[src/hw/rtl/itrd_pkg.sv]
`timescale 1ns / 1ps

package itrd_pkg;

  // Defaults for the top-level parameters.
  localparam int MAX_BASE_DEF   = 16;
  localparam int VALUE_BITS_DEF = 32;

  // Fixed field widths.
  localparam int SYM_W      = 8;
  localparam int ALPHA_SYMS = 16;
  localparam int SYM_IDX_W  = 4;
  localparam int RADIX_W    = 5;
  localparam int CFG_DATA_W = 64;
  localparam int CFG_IDX_W  = 2;

  // Bits of the magnitude consumed by the divider in one cycle.
  localparam int STEP_BITS = 8;

  // Configuration register indexes.
  localparam logic [CFG_IDX_W-1:0] CFG_BASE_SIZE  = 2'd0;
  localparam logic [CFG_IDX_W-1:0] CFG_ALPHA_LOW  = 2'd1;
  localparam logic [CFG_IDX_W-1:0] CFG_ALPHA_HIGH = 2'd2;

  // Character codes.
  localparam logic [SYM_W-1:0] CHAR_MINUS = 8'h2D;
  localparam logic [SYM_W-1:0] CHAR_PLUS  = 8'h2B;
  localparam logic [SYM_W-1:0] CHAR_NUL   = 8'h00;

  // Smallest usable radix.
  localparam logic [RADIX_W-1:0] MIN_RADIX = 5'd2;

  // Commands from the controller to the datapath.
  typedef struct packed {
    logic load;
    logic div_step;
    logic emit_sign;
    logic emit_digit;
  } itrd_cmd_t;

  // Status from the datapath to the controller.
  typedef struct packed {
    logic alpha_ok;
    logic neg;
    logic chunk_last;
    logic quot_zero;
    logic out_free;
    logic one_left;
  } itrd_sts_t;

endpackage

[src/hw/rtl/itrd_ctrl.sv]
`timescale 1ns / 1ps

module itrd_ctrl (
  input  logic                clk,
  input  logic                rst_n,
  input  logic                in_valid,
  input  logic                cfg_valid,
  input  itrd_pkg::itrd_sts_t sts,
  output itrd_pkg::itrd_cmd_t cmd,
  output logic                in_ready,
  output logic                cfg_ready
);
  import itrd_pkg::*;

  localparam logic [1:0] ST_IDLE  = 2'd0;
  localparam logic [1:0] ST_DIV   = 2'd1;
  localparam logic [1:0] ST_SIGN  = 2'd2;
  localparam logic [1:0] ST_DIGIT = 2'd3;

  logic [1:0] state_r;
  logic [1:0] state_nxt;

  // Next state and commands.
  always_comb begin
    state_nxt = state_r;
    cmd       = '0;
    in_ready  = 1'b0;
    cfg_ready = 1'b0;
    unique case (state_r)
      ST_IDLE: begin
        // A configuration write takes precedence over a new word.
        cfg_ready = 1'b1;
        in_ready  = !cfg_valid;
        if (in_valid && !cfg_valid && sts.alpha_ok) begin
          cmd.load  = 1'b1;
          state_nxt = ST_DIV;
        end
      end
      ST_DIV: begin
        cmd.div_step = 1'b1;
        if (sts.chunk_last && sts.quot_zero) begin
          state_nxt = sts.neg ? ST_SIGN : ST_DIGIT;
        end
      end
      ST_SIGN: begin
        if (sts.out_free) begin
          cmd.emit_sign = 1'b1;
          state_nxt     = ST_DIGIT;
        end
      end
      ST_DIGIT: begin
        if (sts.out_free) begin
          cmd.emit_digit = 1'b1;
          if (sts.one_left) begin
            state_nxt = ST_IDLE;
          end
        end
      end
      default: begin
        state_nxt = ST_IDLE;
      end
    endcase
  end

  // State register.
  always_ff @(posedge clk) begin
    if (!rst_n) begin
      state_r <= ST_IDLE;
    end else begin
      state_r <= state_nxt;
    end
  end

endmodule

[src/hw/rtl/itrd_dp.sv]
`timescale 1ns / 1ps

module itrd_dp #(
  parameter int MAX_BASE   = itrd_pkg::MAX_BASE_DEF,
  parameter int VALUE_BITS = itrd_pkg::VALUE_BITS_DEF
) (
  input  logic                                  clk,
  input  logic                                  rst_n,
  input  logic                                  cfg_we,
  input  logic [itrd_pkg::CFG_IDX_W-1:0]        cfg_index,
  input  logic [itrd_pkg::CFG_DATA_W-1:0]       cfg_data,
  input  logic signed [VALUE_BITS-1:0]          in_value,
  input  logic                                  out_ready,
  input  itrd_pkg::itrd_cmd_t                   cmd,
  output itrd_pkg::itrd_sts_t                   sts,
  output logic                                  out_valid,
  output logic [itrd_pkg::SYM_W-1:0]            out_symbol,
  output logic                                  out_last
);
  import itrd_pkg::*;

  localparam int CHUNKS  = (VALUE_BITS + STEP_BITS - 1) / STEP_BITS;
  localparam int MAG_W   = CHUNKS * STEP_BITS;
  localparam int CHUNK_W = $clog2(CHUNKS + 1);
  localparam int DIG_W   = $clog2(MAX_BASE);
  localparam int DEPTH   = VALUE_BITS;
  localparam int DCNT_W  = $clog2(DEPTH + 1);

  // Configuration registers.
  logic [RADIX_W-1:0]    base_size_r;
  logic [CFG_DATA_W-1:0] alpha_low_r;
  logic [CFG_DATA_W-1:0] alpha_high_r;

  // Conversion state.
  logic [MAG_W-1:0]   mag_r;
  logic [MAG_W-1:0]   mag_nxt;
  logic [DIG_W-1:0]   rem_r;
  logic [DIG_W-1:0]   rem_nxt;
  logic               neg_r;
  logic [CHUNK_W-1:0] chunk_r;
  logic [DIG_W-1:0]   stack_r [DEPTH];
  logic [DIG_W-1:0]   stack_nxt [DEPTH];
  logic [DCNT_W-1:0]  dig_cnt_r;
  logic [DCNT_W-1:0]  dig_cnt_nxt;
  logic               push;

  // Output register.
  logic               out_valid_r;
  logic [SYM_W-1:0]   out_symbol_r;
  logic               out_last_r;

  logic [2*CFG_DATA_W-1:0] alpha_all;
  logic [SYM_W-1:0]        sym [ALPHA_SYMS];
  logic                    alpha_ok;
  logic [VALUE_BITS-1:0]   value_u;
  logic [VALUE_BITS-1:0]   mag_abs;
  logic                    chunk_last;
  logic                    out_free;

  // Configuration writes.
  always_ff @(posedge clk) begin
    if (!rst_n) begin
      base_size_r  <= '0;
      alpha_low_r  <= '0;
      alpha_high_r <= '0;
    end else if (cfg_we) begin
      unique case (cfg_index)
        CFG_BASE_SIZE:  base_size_r  <= cfg_data[RADIX_W-1:0];
        CFG_ALPHA_LOW:  alpha_low_r  <= cfg_data;
        CFG_ALPHA_HIGH: alpha_high_r <= cfg_data;
        default: ;
      endcase
    end
  end

  // Split the alphabet into its symbols.
  assign alpha_all = {alpha_high_r, alpha_low_r};

  always_comb begin
    for (int i = 0; i < ALPHA_SYMS; i++) begin
      sym[i] = alpha_all[SYM_W*i +: SYM_W];
    end
  end

  // Alphabet check: radix in range, no reserved bytes, no duplicates among used symbols.
  always_comb begin
    alpha_ok = (base_size_r >= MIN_RADIX) && (base_size_r <= RADIX_W'(MAX_BASE));
    for (int i = 0; i < ALPHA_SYMS; i++) begin
      if (RADIX_W'(i) < base_size_r) begin
        if (sym[i] == CHAR_NUL || sym[i] == CHAR_PLUS || sym[i] == CHAR_MINUS) begin
          alpha_ok = 1'b0;
        end
        for (int j = i + 1; j < ALPHA_SYMS; j++) begin
          if (RADIX_W'(j) < base_size_r && sym[i] == sym[j]) begin
            alpha_ok = 1'b0;
          end
        end
      end
    end
  end

  // Magnitude of the incoming value; the most negative value maps to 2^(n-1).
  assign value_u = in_value;
  assign mag_abs = in_value[VALUE_BITS-1] ? (~value_u + VALUE_BITS'(1)) : value_u;

  // One chunk of restoring division by the radix: the quotient bits shift in
  // at the bottom while the dividend bits leave at the top.
  always_comb begin
    logic [RADIX_W-1:0]   part;
    logic [DIG_W-1:0]     rem_v;
    logic [STEP_BITS-1:0] top;
    logic [STEP_BITS-1:0] qbits;
    top   = mag_r[MAG_W-1 -: STEP_BITS];
    rem_v = rem_r;
    qbits = '0;
    for (int k = 0; k < STEP_BITS; k++) begin
      part = RADIX_W'({rem_v, top[STEP_BITS-1-k]});
      if (part >= base_size_r) begin
        qbits[STEP_BITS-1-k] = 1'b1;
        part = part - base_size_r;
      end
      rem_v = part[DIG_W-1:0];
    end
    rem_nxt = rem_v;
    mag_nxt = (mag_r << STEP_BITS) | MAG_W'(qbits);
  end

  assign chunk_last = (chunk_r == CHUNK_W'(CHUNKS - 1));
  assign push       = cmd.div_step && chunk_last;

  // Division control registers.
  always_ff @(posedge clk) begin
    if (!rst_n) begin
      chunk_r <= '0;
    end else if (cmd.load || push) begin
      chunk_r <= '0;
    end else if (cmd.div_step) begin
      chunk_r <= chunk_r + CHUNK_W'(1);
    end
  end

  always_ff @(posedge clk) begin
    if (cmd.load) begin
      mag_r <= MAG_W'(mag_abs);
      rem_r <= '0;
      neg_r <= in_value[VALUE_BITS-1];
    end else if (cmd.div_step) begin
      mag_r <= mag_nxt;
      rem_r <= push ? '0 : rem_nxt;
    end
  end

  // Digit stack: digits come out least significant first and leave from the top.
  always_comb begin
    stack_nxt   = stack_r;
    dig_cnt_nxt = dig_cnt_r;
    if (cmd.load) begin
      dig_cnt_nxt = '0;
    end else if (push) begin
      for (int k = DEPTH - 1; k > 0; k--) begin
        stack_nxt[k] = stack_r[k-1];
      end
      stack_nxt[0] = rem_nxt;
      dig_cnt_nxt  = dig_cnt_r + DCNT_W'(1);
    end else if (cmd.emit_digit) begin
      for (int k = 0; k < DEPTH - 1; k++) begin
        stack_nxt[k] = stack_r[k+1];
      end
      dig_cnt_nxt = dig_cnt_r - DCNT_W'(1);
    end
  end

  always_ff @(posedge clk) begin
    stack_r <= stack_nxt;
  end

  always_ff @(posedge clk) begin
    if (!rst_n) begin
      dig_cnt_r <= '0;
    end else begin
      dig_cnt_r <= dig_cnt_nxt;
    end
  end

  // Output register; a new word loads as soon as the held one is taken.
  assign out_free = !out_valid_r || out_ready;

  always_ff @(posedge clk) begin
    if (!rst_n) begin
      out_valid_r <= 1'b0;
    end else if (cmd.emit_sign || cmd.emit_digit) begin
      out_valid_r <= 1'b1;
    end else if (out_ready) begin
      out_valid_r <= 1'b0;
    end
  end

  always_ff @(posedge clk) begin
    if (cmd.emit_sign) begin
      out_symbol_r <= CHAR_MINUS;
      out_last_r   <= 1'b0;
    end else if (cmd.emit_digit) begin
      out_symbol_r <= sym[SYM_IDX_W'(stack_r[0])];
      out_last_r   <= (dig_cnt_r == DCNT_W'(1));
    end
  end

  assign out_valid  = out_valid_r;
  assign out_symbol = out_symbol_r;
  assign out_last   = out_last_r;

  // Status to the controller.
  always_comb begin
    sts.alpha_ok   = alpha_ok;
    sts.neg        = neg_r;
    sts.chunk_last = chunk_last;
    sts.quot_zero  = (mag_nxt == '0);
    sts.out_free   = out_free;
    sts.one_left   = (dig_cnt_r == DCNT_W'(1));
  end

endmodule

[src/hw/rtl/integer_to_radix_digits.sv]
`timescale 1ns / 1ps
// Channel   Direction  Ports                              Word
// in        input      in_valid, in_ready, in_value       one signed value
// out       output     out_valid, out_ready, out_symbol,  one text symbol
//                      out_last
// cfg       input      cfg_valid, cfg_ready, cfg_index,   one register write
//                      cfg_data
//
// Each digit passes all ceil(VALUE_BITS/8) chunks of the magnitude through the shared
// remainder divider, which retires 8 dividend bits per cycle.
// A value is loaded and divided digit by digit; its symbols then leave one per cycle
// while out_ready does not stall the output register.
// Reset (rst_n low, synchronous) clears the registers to radix 0, which
// drops every value, and empties the output register.
// Stalls on out_ready hold the symbol in the output register; the next value
// is accepted once the last symbol has been loaded, while it still waits.

module integer_to_radix_digits #(
  parameter int MAX_BASE   = itrd_pkg::MAX_BASE_DEF,
  parameter int VALUE_BITS = itrd_pkg::VALUE_BITS_DEF
) (
  input  logic                             clk,
  input  logic                             rst_n,
  input  logic                             in_valid,
  output logic                             in_ready,
  input  logic signed [VALUE_BITS-1:0]     in_value,
  output logic                             out_valid,
  input  logic                             out_ready,
  output logic [itrd_pkg::SYM_W-1:0]       out_symbol,
  output logic                             out_last,
  input  logic                             cfg_valid,
  output logic                             cfg_ready,
  input  logic [itrd_pkg::CFG_IDX_W-1:0]   cfg_index,
  input  logic [itrd_pkg::CFG_DATA_W-1:0]  cfg_data
);
  import itrd_pkg::*;

  itrd_cmd_t cmd;
  itrd_sts_t sts;
  logic      cfg_we;

  assign cfg_we = cfg_valid && cfg_ready;

  // Sequencer.
  itrd_ctrl u_ctrl (
    .clk       (clk),
    .rst_n     (rst_n),
    .in_valid  (in_valid),
    .cfg_valid (cfg_valid),
    .sts       (sts),
    .cmd       (cmd),
    .in_ready  (in_ready),
    .cfg_ready (cfg_ready)
  );

  // Registers, divider, digit stack and output register.
  itrd_dp #(
    .MAX_BASE   (MAX_BASE),
    .VALUE_BITS (VALUE_BITS)
  ) u_dp (
    .clk        (clk),
    .rst_n      (rst_n),
    .cfg_we     (cfg_we),
    .cfg_index  (cfg_index),
    .cfg_data   (cfg_data),
    .in_value   (in_value),
    .out_ready  (out_ready),
    .cmd        (cmd),
    .sts        (sts),
    .out_valid  (out_valid),
    .out_symbol (out_symbol),
    .out_last   (out_last)
  );

`ifndef ASSERT_OFF
  // A value accepted with a usable alphabet keeps the input closed next cycle.
  a_busy_after_load: assert property (@(posedge clk) disable iff (!rst_n)
    (in_valid && in_ready && sts.alpha_ok) |=> !in_ready)
    else $error("input reopened right after a value was loaded");

  // Within a run, the next symbol follows a taken one without a gap.
  a_no_gap: assert property (@(posedge clk) disable iff (!rst_n)
    (out_valid && out_ready && !out_last) |=> out_valid)
    else $error("gap inside a symbol run");

  // A new value is only taken once the previous run has reached its last symbol.
  a_run_closed: assert property (@(posedge clk) disable iff (!rst_n)
    (in_valid && in_ready) |-> (!out_valid || out_last))
    else $error("value accepted while a run was still open");
`endif

endmodule

[config.mk]
export PLATFORM = sky130hd
export DESIGN_NAME = integer_to_radix_digits
export DESIGN_NICKNAME = d
export VERILOG_FILES = /design/src/hw/rtl/itrd_pkg.sv /design/src/hw/rtl/itrd_ctrl.sv /design/src/hw/rtl/itrd_dp.sv /design/src/hw/rtl/integer_to_radix_digits.sv
export SDC_FILE = /design/constraint.sdc
export NUM_CORES = 2
export LEC_CHECK = 0
export BUFFER_PORTS_ARGS = -buffer_cell sky130_fd_sc_hd__buf_2
export CELL_PAD_IN_SITES_DETAIL_PLACEMENT = 0
export CELL_PAD_IN_SITES_GLOBAL_PLACEMENT = 1
export CORE_MARGIN = 2
export CORE_UTILIZATION = 30
export DETAILED_ROUTE_END_ITERATION = 12
export GPL_ROUTABILITY_DRIVEN = 0
export PLACE_DENSITY = 0.62
export SETUP_SLACK_MARGIN = 0.15
export SLEW_MARGIN = 10
export SYNTH_ARGS = -nofsm -noshare
export SYNTH_HDL_FRONTEND = slang
export SYNTH_SLANG_ARGS = --single-unit
[constraint.sdc]
create_clock -name clk -period 13.7 [get_ports clk]
set_clock_uncertainty 0.15 [all_clocks]
set_input_delay 3.425 -clock clk [delete_from_list [all_inputs] [get_ports clk]]
set_output_delay 3.425 -clock clk [all_outputs]
set_load 0.02 [all_outputs]
# ---- Yosys cells after proc, flatten, opt, wreduce, memory -nomap -nowiden
# Index checks and enable logic that the tools add are counted.
dict set report op_classes {
  n_addsub 12
  order_cmp 27
  eq_ne 164
  n_mux 196
  n_bitwise 5
  reduce_logical 193
}
# op n
set op_table {}
lappend op_table {{equality test 8 bit} 120}
lappend op_table {{equality test 8 x 6 -> 1 bit, second input constant} 32}
lappend op_table {{two-way mux 124 bit} 2}
lappend op_table {{two-way mux 1 bit} 171}
lappend op_table {{zero test 8 bit} 16}
lappend op_table {{logical AND 1 bit} 126}
lappend op_table {{two-way mux 32 bit} 3}
lappend op_table {{greater-or-equal comparator 5 bit} 8}
lappend op_table {{< comparator 4 x 5 -> 1 bit, first input constant} 8}
lappend op_table {{two-way mux 4 bit} 9}
lappend op_table {{logical OR 1 bit} 35}
lappend op_table {{adder 32 x 1 -> 32 bit, second input constant} 1}
lappend op_table {{binary-select mux 8 bit (select 4 bit)} 1}
lappend op_table {{zero test 32 bit} 1}
lappend op_table {{inverter 32 bit} 1}
lappend op_table {{OR 32 x 8 -> 32 bit} 1}
lappend op_table {{subtractor 4 bit} 8}
lappend op_table {{< comparator 3 x 5 -> 1 bit, first input constant} 4}
lappend op_table {{two-way mux 8 bit} 2}
lappend op_table {{two-way mux 6 bit} 2}
lappend op_table {{< comparator 1 x 5 -> 1 bit, first input constant} 2}
lappend op_table {{< comparator 2 x 5 -> 1 bit, first input constant} 2}
lappend op_table {{two-way mux 2 bit} 5}
lappend op_table {{AND reduction 2 bit} 5}
lappend op_table {{other kinds (20)} 32}
dict set report word_totals {
  register_bits 319
  inputBits 103
  out_inout_bits 12
  word_cells 641
}

# ---- Depth between registers and ports, before layout
dict set report logic_depth {
  word_depth 160
  depth_mapped 62
  depth_no_buf 61
}

# ---- Hierarchy
# A second synthesis with hierarchy kept.
dict set report hier_totals {
  hier_cells 3470
  hier_area_um2 28755.1
}
# module n_inst cells_per_inst area_each_um2 seq_area_each_um2
set by_module_without_submodules {}
lappend by_module_without_submodules {itrd_dp 1 3441 28508.6 7957.6}
lappend by_module_without_submodules {itrd_ctrl 1 28 240.2 40.0}
lappend by_module_without_submodules {integer_to_radix_digits 1 1 6.3 0.0}

# ---- Worst setup path after synthesis
# Ideal clock, no wire load.
dict set report synth_timing {
  kind {reg-to-reg}
  start {register u_dp.base_size_r[1]}
  end {register u_dp.rem_r[1]}
  setup_ns 0.059
  t_arrival_ns 13.392
  t_required_ns 13.491
  slack_ns 0.099
  path_stages_with_launch 60
  n_path_buf 1
  synth_period_minus_slack_ns 13.601
  cell_sequence {dfxtp_1 -> clkbuf_1 -> inv_1 -> ha_1 -> nor2b_1 -> o21ai_0 -> a31oi_1 -> a211oi_1 -> o21ai_0 -> ha_1 -> a21o_1 -> a21o_1 -> o221ai_1 -> mux2_2 -> inv_1 -> ha_1 -> nor2b_1 -> o21ai_0 -> [24 not listed] -> inv_1 -> ha_1 -> nor2b_1 -> o21ai_0 -> a31oi_1 -> a211oi_1 -> nor2_1 -> a21oi_1 -> inv_1 -> ha_1 -> nor2b_1 -> o21ai_0 -> nand2b_1 -> a31o_2 -> a31oi_1 -> mux2_2 -> o2bb2ai_1 -> and2_1}
}
dict set report synth_via {
  elab_chain_len 157
  elab_cells_between_ends 319
  classes_between {add/sub (8); order compare (26); mux (163); reduce/logical (122)}
}
# element line_no
set synth_lines {}
lappend synth_lines {{from (decl)} itrd_dp.sv:30} ;# logic [RADIX_W-1:0] base_size_r;
lappend synth_lines {{from (signal assigned)} itrd_dp.sv:68} ;# CFG_BASE_SIZE: base_size_r <= cfg_data[RADIX_W-1:0];
lappend synth_lines {{greater-or-equal comparator 5 x 2 -> 1 bit or less-or-equal comparator 5 bit (tied branches)} itrd_dp.sv:87} ;# alpha_ok = (base_size_r >= MIN_RADIX) && (base_size_r <= RADIX_W'(MAX_BASE));
lappend synth_lines {{logical AND 1 bit} itrd_dp.sv:87}
lappend synth_lines {{two-way mux 1 bit} itrd_dp.sv:90} ;# if (sym[i] == CHAR_NUL || sym[i] == CHAR_PLUS || sym[i] == CHAR_MINUS) begin
lappend synth_lines {{two-way mux 1 bit (15 in a row)} itrd_dp.sv:94} ;# if (RADIX_W'(j) < base_size_r && sym[i] == sym[j]) begin
lappend synth_lines {{two-way mux 1 bit} itrd_dp.sv:89} ;# if (RADIX_W'(i) < base_size_r) begin
lappend synth_lines {{two-way mux 1 bit} itrd_dp.sv:90}
lappend synth_lines {{two-way mux 1 bit (14 in a row)} itrd_dp.sv:94}
lappend synth_lines {{two-way mux 1 bit} itrd_dp.sv:89}
lappend synth_lines {{[114 not listed]} -}
lappend synth_lines {{two-way mux 1 bit} itrd_dp.sv:90}
lappend synth_lines {{two-way mux 1 bit} itrd_dp.sv:94}
lappend synth_lines {{two-way mux 1 bit} itrd_dp.sv:89}
lappend synth_lines {{two-way mux 1 bit} itrd_dp.sv:90}
lappend synth_lines {{two-way mux 1 bit} itrd_dp.sv:89}
lappend synth_lines {{logical AND 1 bit} itrd_ctrl.sv:34} ;# if (in_valid && !cfg_valid && sts.alpha_ok) begin
lappend synth_lines {{two-way mux 1 bit} itrd_ctrl.sv:34}
lappend synth_lines {{two-way mux 1 bit} itrd_ctrl.sv:29} ;# unique case (state_r)
lappend synth_lines {{to (signal assigned)} itrd_dp.sv:149} ;# rem_r <= push ? '0 : rem_nxt;
lappend synth_lines {{to (decl)} itrd_dp.sv:37} ;# logic [DIG_W-1:0] rem_r;
# Parallel ways exist; a longest one is shown, timed or not.
# A chain may end at the register's enable or synchronous reset.

# ---- Worst setup path in the final report
dict set report layout_timing {
  start {register u_dp.base_size_r[2]}
  end {register u_ctrl.state_r[1]}
}
dict set report layout_via {
  elab_chain_len 157
  elab_cells_between_ends 328
  classes_between {add/sub (7); order compare (26); eq/ne (2); mux (167); bitwise (1); reduce/logical (125)}
}
# element line_no
set layout_lines {}
lappend layout_lines {{greater-or-equal comparator 5 x 2 -> 1 bit or less-or-equal comparator 5 bit (tied branches)} itrd_dp.sv:87}
lappend layout_lines {{logical AND 1 bit} itrd_dp.sv:87}
lappend layout_lines {{two-way mux 1 bit} itrd_dp.sv:90}
lappend layout_lines {{two-way mux 1 bit (15 in a row)} itrd_dp.sv:94}
lappend layout_lines {{two-way mux 1 bit} itrd_dp.sv:89}
lappend layout_lines {{two-way mux 1 bit} itrd_dp.sv:90}
lappend layout_lines {{two-way mux 1 bit (14 in a row)} itrd_dp.sv:94}
lappend layout_lines {{two-way mux 1 bit} itrd_dp.sv:89}
lappend layout_lines {{[114 not listed]} -}
lappend layout_lines {{two-way mux 1 bit} itrd_dp.sv:90}
lappend layout_lines {{two-way mux 1 bit} itrd_dp.sv:94}
lappend layout_lines {{two-way mux 1 bit} itrd_dp.sv:89}
lappend layout_lines {{two-way mux 1 bit} itrd_dp.sv:90}
lappend layout_lines {{two-way mux 1 bit} itrd_dp.sv:89}
lappend layout_lines {{logical AND 1 bit} itrd_ctrl.sv:34}
lappend layout_lines {{inequality test 2 x 1 -> 1 bit (no source line)} -}
lappend layout_lines {{AND reduction 5 bit (no source line) (*)} -}
lappend layout_lines {{to (signal assigned)} itrd_ctrl.sv:70} ;# state_r <= state_nxt;
lappend layout_lines {{to (decl)} itrd_ctrl.sv:20} ;# logic [1:0] state_r;
# Every way passes the cells marked *; elsewhere a longest branch is shown, timed or not.

==> impl_metrics.toml <==
[yosys]
synth.largest_area_cell = "edfxtp_1"
ys_warn_count = 0
async_flop_share_pct = 0
synth_top_cell_area_share_pct = 16.81
synth_edf_count = 161
synthFlopType = "edfxtp_1"
avgSynthCellArea_um2 = 8.447
synth_cell_types = 61
synthTopCellsByArea = "edfxtp_1 17%, xnor2_1 16%, xor2_1 15%"
synthesis.instances = 3404
syn_area_um2 = 28750
syn_nets = 3565
ys_ff_latch = 319
synth_seq_area_share_pct = 27.81

[global_route]
grtUsageTotal_pct = 22.32
grt_overflow = 0
grt_pass1_wl_um = 166000
grt_max_degree = 105
grt_pass1_vias = 24130
antenna_found_initial = 7

[clock_network]
tritoncts = "done"
cts_made_buffers = 40
clkTransAtPathRegs_ns = 0.07
clock_path_buffers = 3
cts_root_buffer = "clkbuf_16"
h-tree-depth = 2
cts.sinks = 319
cts_hold_buf = 0
clk_latency_ns = 0.60

[setup_path]
crit_required_ns = 14.01
critical_path.max_stage_delay_ns = 0.45
start_kind = "flop"
crit_buf_inv = 11
cp_top_family = "compound AO/OA/AOI/OAI gates"
slowest_stage = "dfxtp_4"
cp_common_cell = "ha_1"
critPathMaxFanout = 16
end_kind = "flop"
arrival_ns = 12.82
worstSetupPathType = "flop to flop"

[die]
die_h_um = 313.6
fp.coreArea_um2 = 95010
io_pins = 115
rows = 113
die-area_um2 = 98340
die_x_um = 313.6
start_util_pct = 30.26

[drt]
post_drt_wl_per_cell_um = 24.13
post_drt_via_cell_ratio = 5.392
drc = 0
drt_first_pass_iters = 6
drt_iter0_drc = 2478
ant_nets = 0
vias = 25140
routed_wl_um = 112500

[sta]
fin_tns_setup_ns = 0
fin_crit_sh_pct = 91.32
setup_violations = 0
hold_viol = 0
slew_violations = 0
rsz0062_at_grt = "false"
worstMarginPinSlew_ns = 1.293
fmax_mhz = 79.93
period_needed_ns = 12.51
slew_headroom_pct = 12.98

[layout]
n_fill_cell = 10080
syn2layout_area_growth_pct = 11.48
drive_gt1_share_pct = 13.40
nets = 3526

[min_path]
hp-class = "flop to flop"

[placement]
io_buffers = 114
dp_hpwl_um = 69280

[status]
status = "finished, final reports clean"

[run]
drv_cap = 0
[stage by stage]
step	worst slack (ns)	instances	cell area [um^2]	utilization (%)	hold slack, ns
2_1_floorplan	0.3286	3404	28760	-	0.2762
3_3_place_gp	0.5624	4586	30680	32.29	0.2849
3_5_place_dp	0.4322	4586	30680	32.29	0.2905
4_1_cts	0.3442	4659	32010	33.69	0.3000
5_1_grt	0.07795	4661	32050	33.74	0.3171
6_report	1.189	4662	32060	33.74	0.2995
[cell usage in the layout (no fill, tap or decap), types with 26 or more instances in the layout]
| cell type | n |
|---|---|
| nand2_1 | 688 |
| xnor2_1 | 522 |
| xor2_1 | 505 |
| buf_4 | 164 |
| edfxtp_1 | 161 |
| dfxtp_1 | 151 |
| nor4_1 | 137 |
| a21boi_0 | 129 |
| nand4_1 | 120 |
| buf_2 | 113 |
| nand3_1 | 70 |
| nor3_1 | 69 |
| ha_1 | 50 |
| mux4_2 | 40 |
| clkbuf_16 | 40 |
| mux2_2 | 37 |
| inv_1 | 36 |
| a21oi_1 | 33 |
| o21ai_0 | 26 |
| a31oi_1 | 26 |
| or4_1 | 26 |
[what timing repair did]
item / CTS / global route
gates resized for setup: 0 / 10
setup endpoints to repair: 0 / 11
setup buffers: 0 / 2
[layer usage]
metal | part of all wire [%] | wire (um) | track usage (%)
met1 | 42 | 47170 | 29.63
met2 | 44 | 49040 | 34.37
met3 | 9.1 | 10270 | 4.928
met4 | 5.3 | 5928 | 10.55
met5 | 0.082 | 92 | 0
[state kept, by name, summed over array words and instances, names as in the netlist]
signal and count:
u_dp.alpha_low_r 64, u_dp.stack_r 128, u_dp.alpha_high_r 64, u_dp.rem_r 4
u_dp.chunk_r 3, u_dp.mag_r 32, u_dp.out_symbol 8, u_dp.neg_r 1
u_dp.dig_cnt_r 6, u_dp.out_valid 1, u_dp.base_size_r 5, u_ctrl.state_r 2
u_dp.out_last 1
[cells in the mapped netlist, types with 4 or more instances]
master / number
or4_1: 26
o41ai_1: 9
mux2_2: 37
o21ai_0: 29
nand2_1: 690
inv_1: 36
nand2b_1: 6
nor2b_1: 14
a31oi_1: 30
and4_1: 5
nor4_1: 137
fa_1: 8
and2_1: 12
a21oi_1: 34
or3_1: 7
xnor2_1: 522
xor2_1: 505
o22ai_1: 16
edfxtp_1: 161
or4_4: 6
buf_2: 120
dfxtp_1: 158
nand3_1: 70
nand4_1: 120
nor3_1: 69
clkbuf_1: 113
and3_1: 10
a21o_1: 6
a21boi_0: 129
a41oi_1: 5
mux2i_1: 20
buf_1: 125
o31ai_1: 17
ha_1: 50
nor2_1: 20
a311oi_1: 4
mux4_2: 40
[path summary, 6_finish.rpt]
kind                            end           startpoint  slack [ns]  cells after the start
setup / recovery  u_ctrl.state_r[1]  u_dp.base_size_r[2]        1.19                     61
hold / removal      u_dp.stack_r[1]      u_dp.stack_r[5]        0.30                      0
setup reg to reg  u_ctrl.state_r[1]  u_dp.base_size_r[2]        1.19                     61
hold reg to reg     u_dp.stack_r[1]      u_dp.stack_r[5]        0.30                      0
[cells by family after synthesis]
kind of cell	synth area share, %
and+or+nand+nor	19.79
buffers and inverters	5.666
xor gates and xnor gates	31.28
AOI/OAI and AO/OA	7.437
DFF	27.81
adders and majority gates	2.733
muxes	5.278
[area by class of cell]
class                   count  area (um^2)  share of cell area [%]
diodes                      1        2.502                0.007806
clock buffers              54         1104                   3.443
clock inverters            19        225.2                  0.7026
inverters                  36        135.1                  0.4215
multi-input cells        2691        19200                   59.90
flip-flops and latches    319         8009                   24.98
well taps                1265         1583                   4.938
repair buffers            277         1797                   5.605
Power is not shown: default switching activity piles up to over one toggle a cycle in this logic, so the estimate is an artifact.
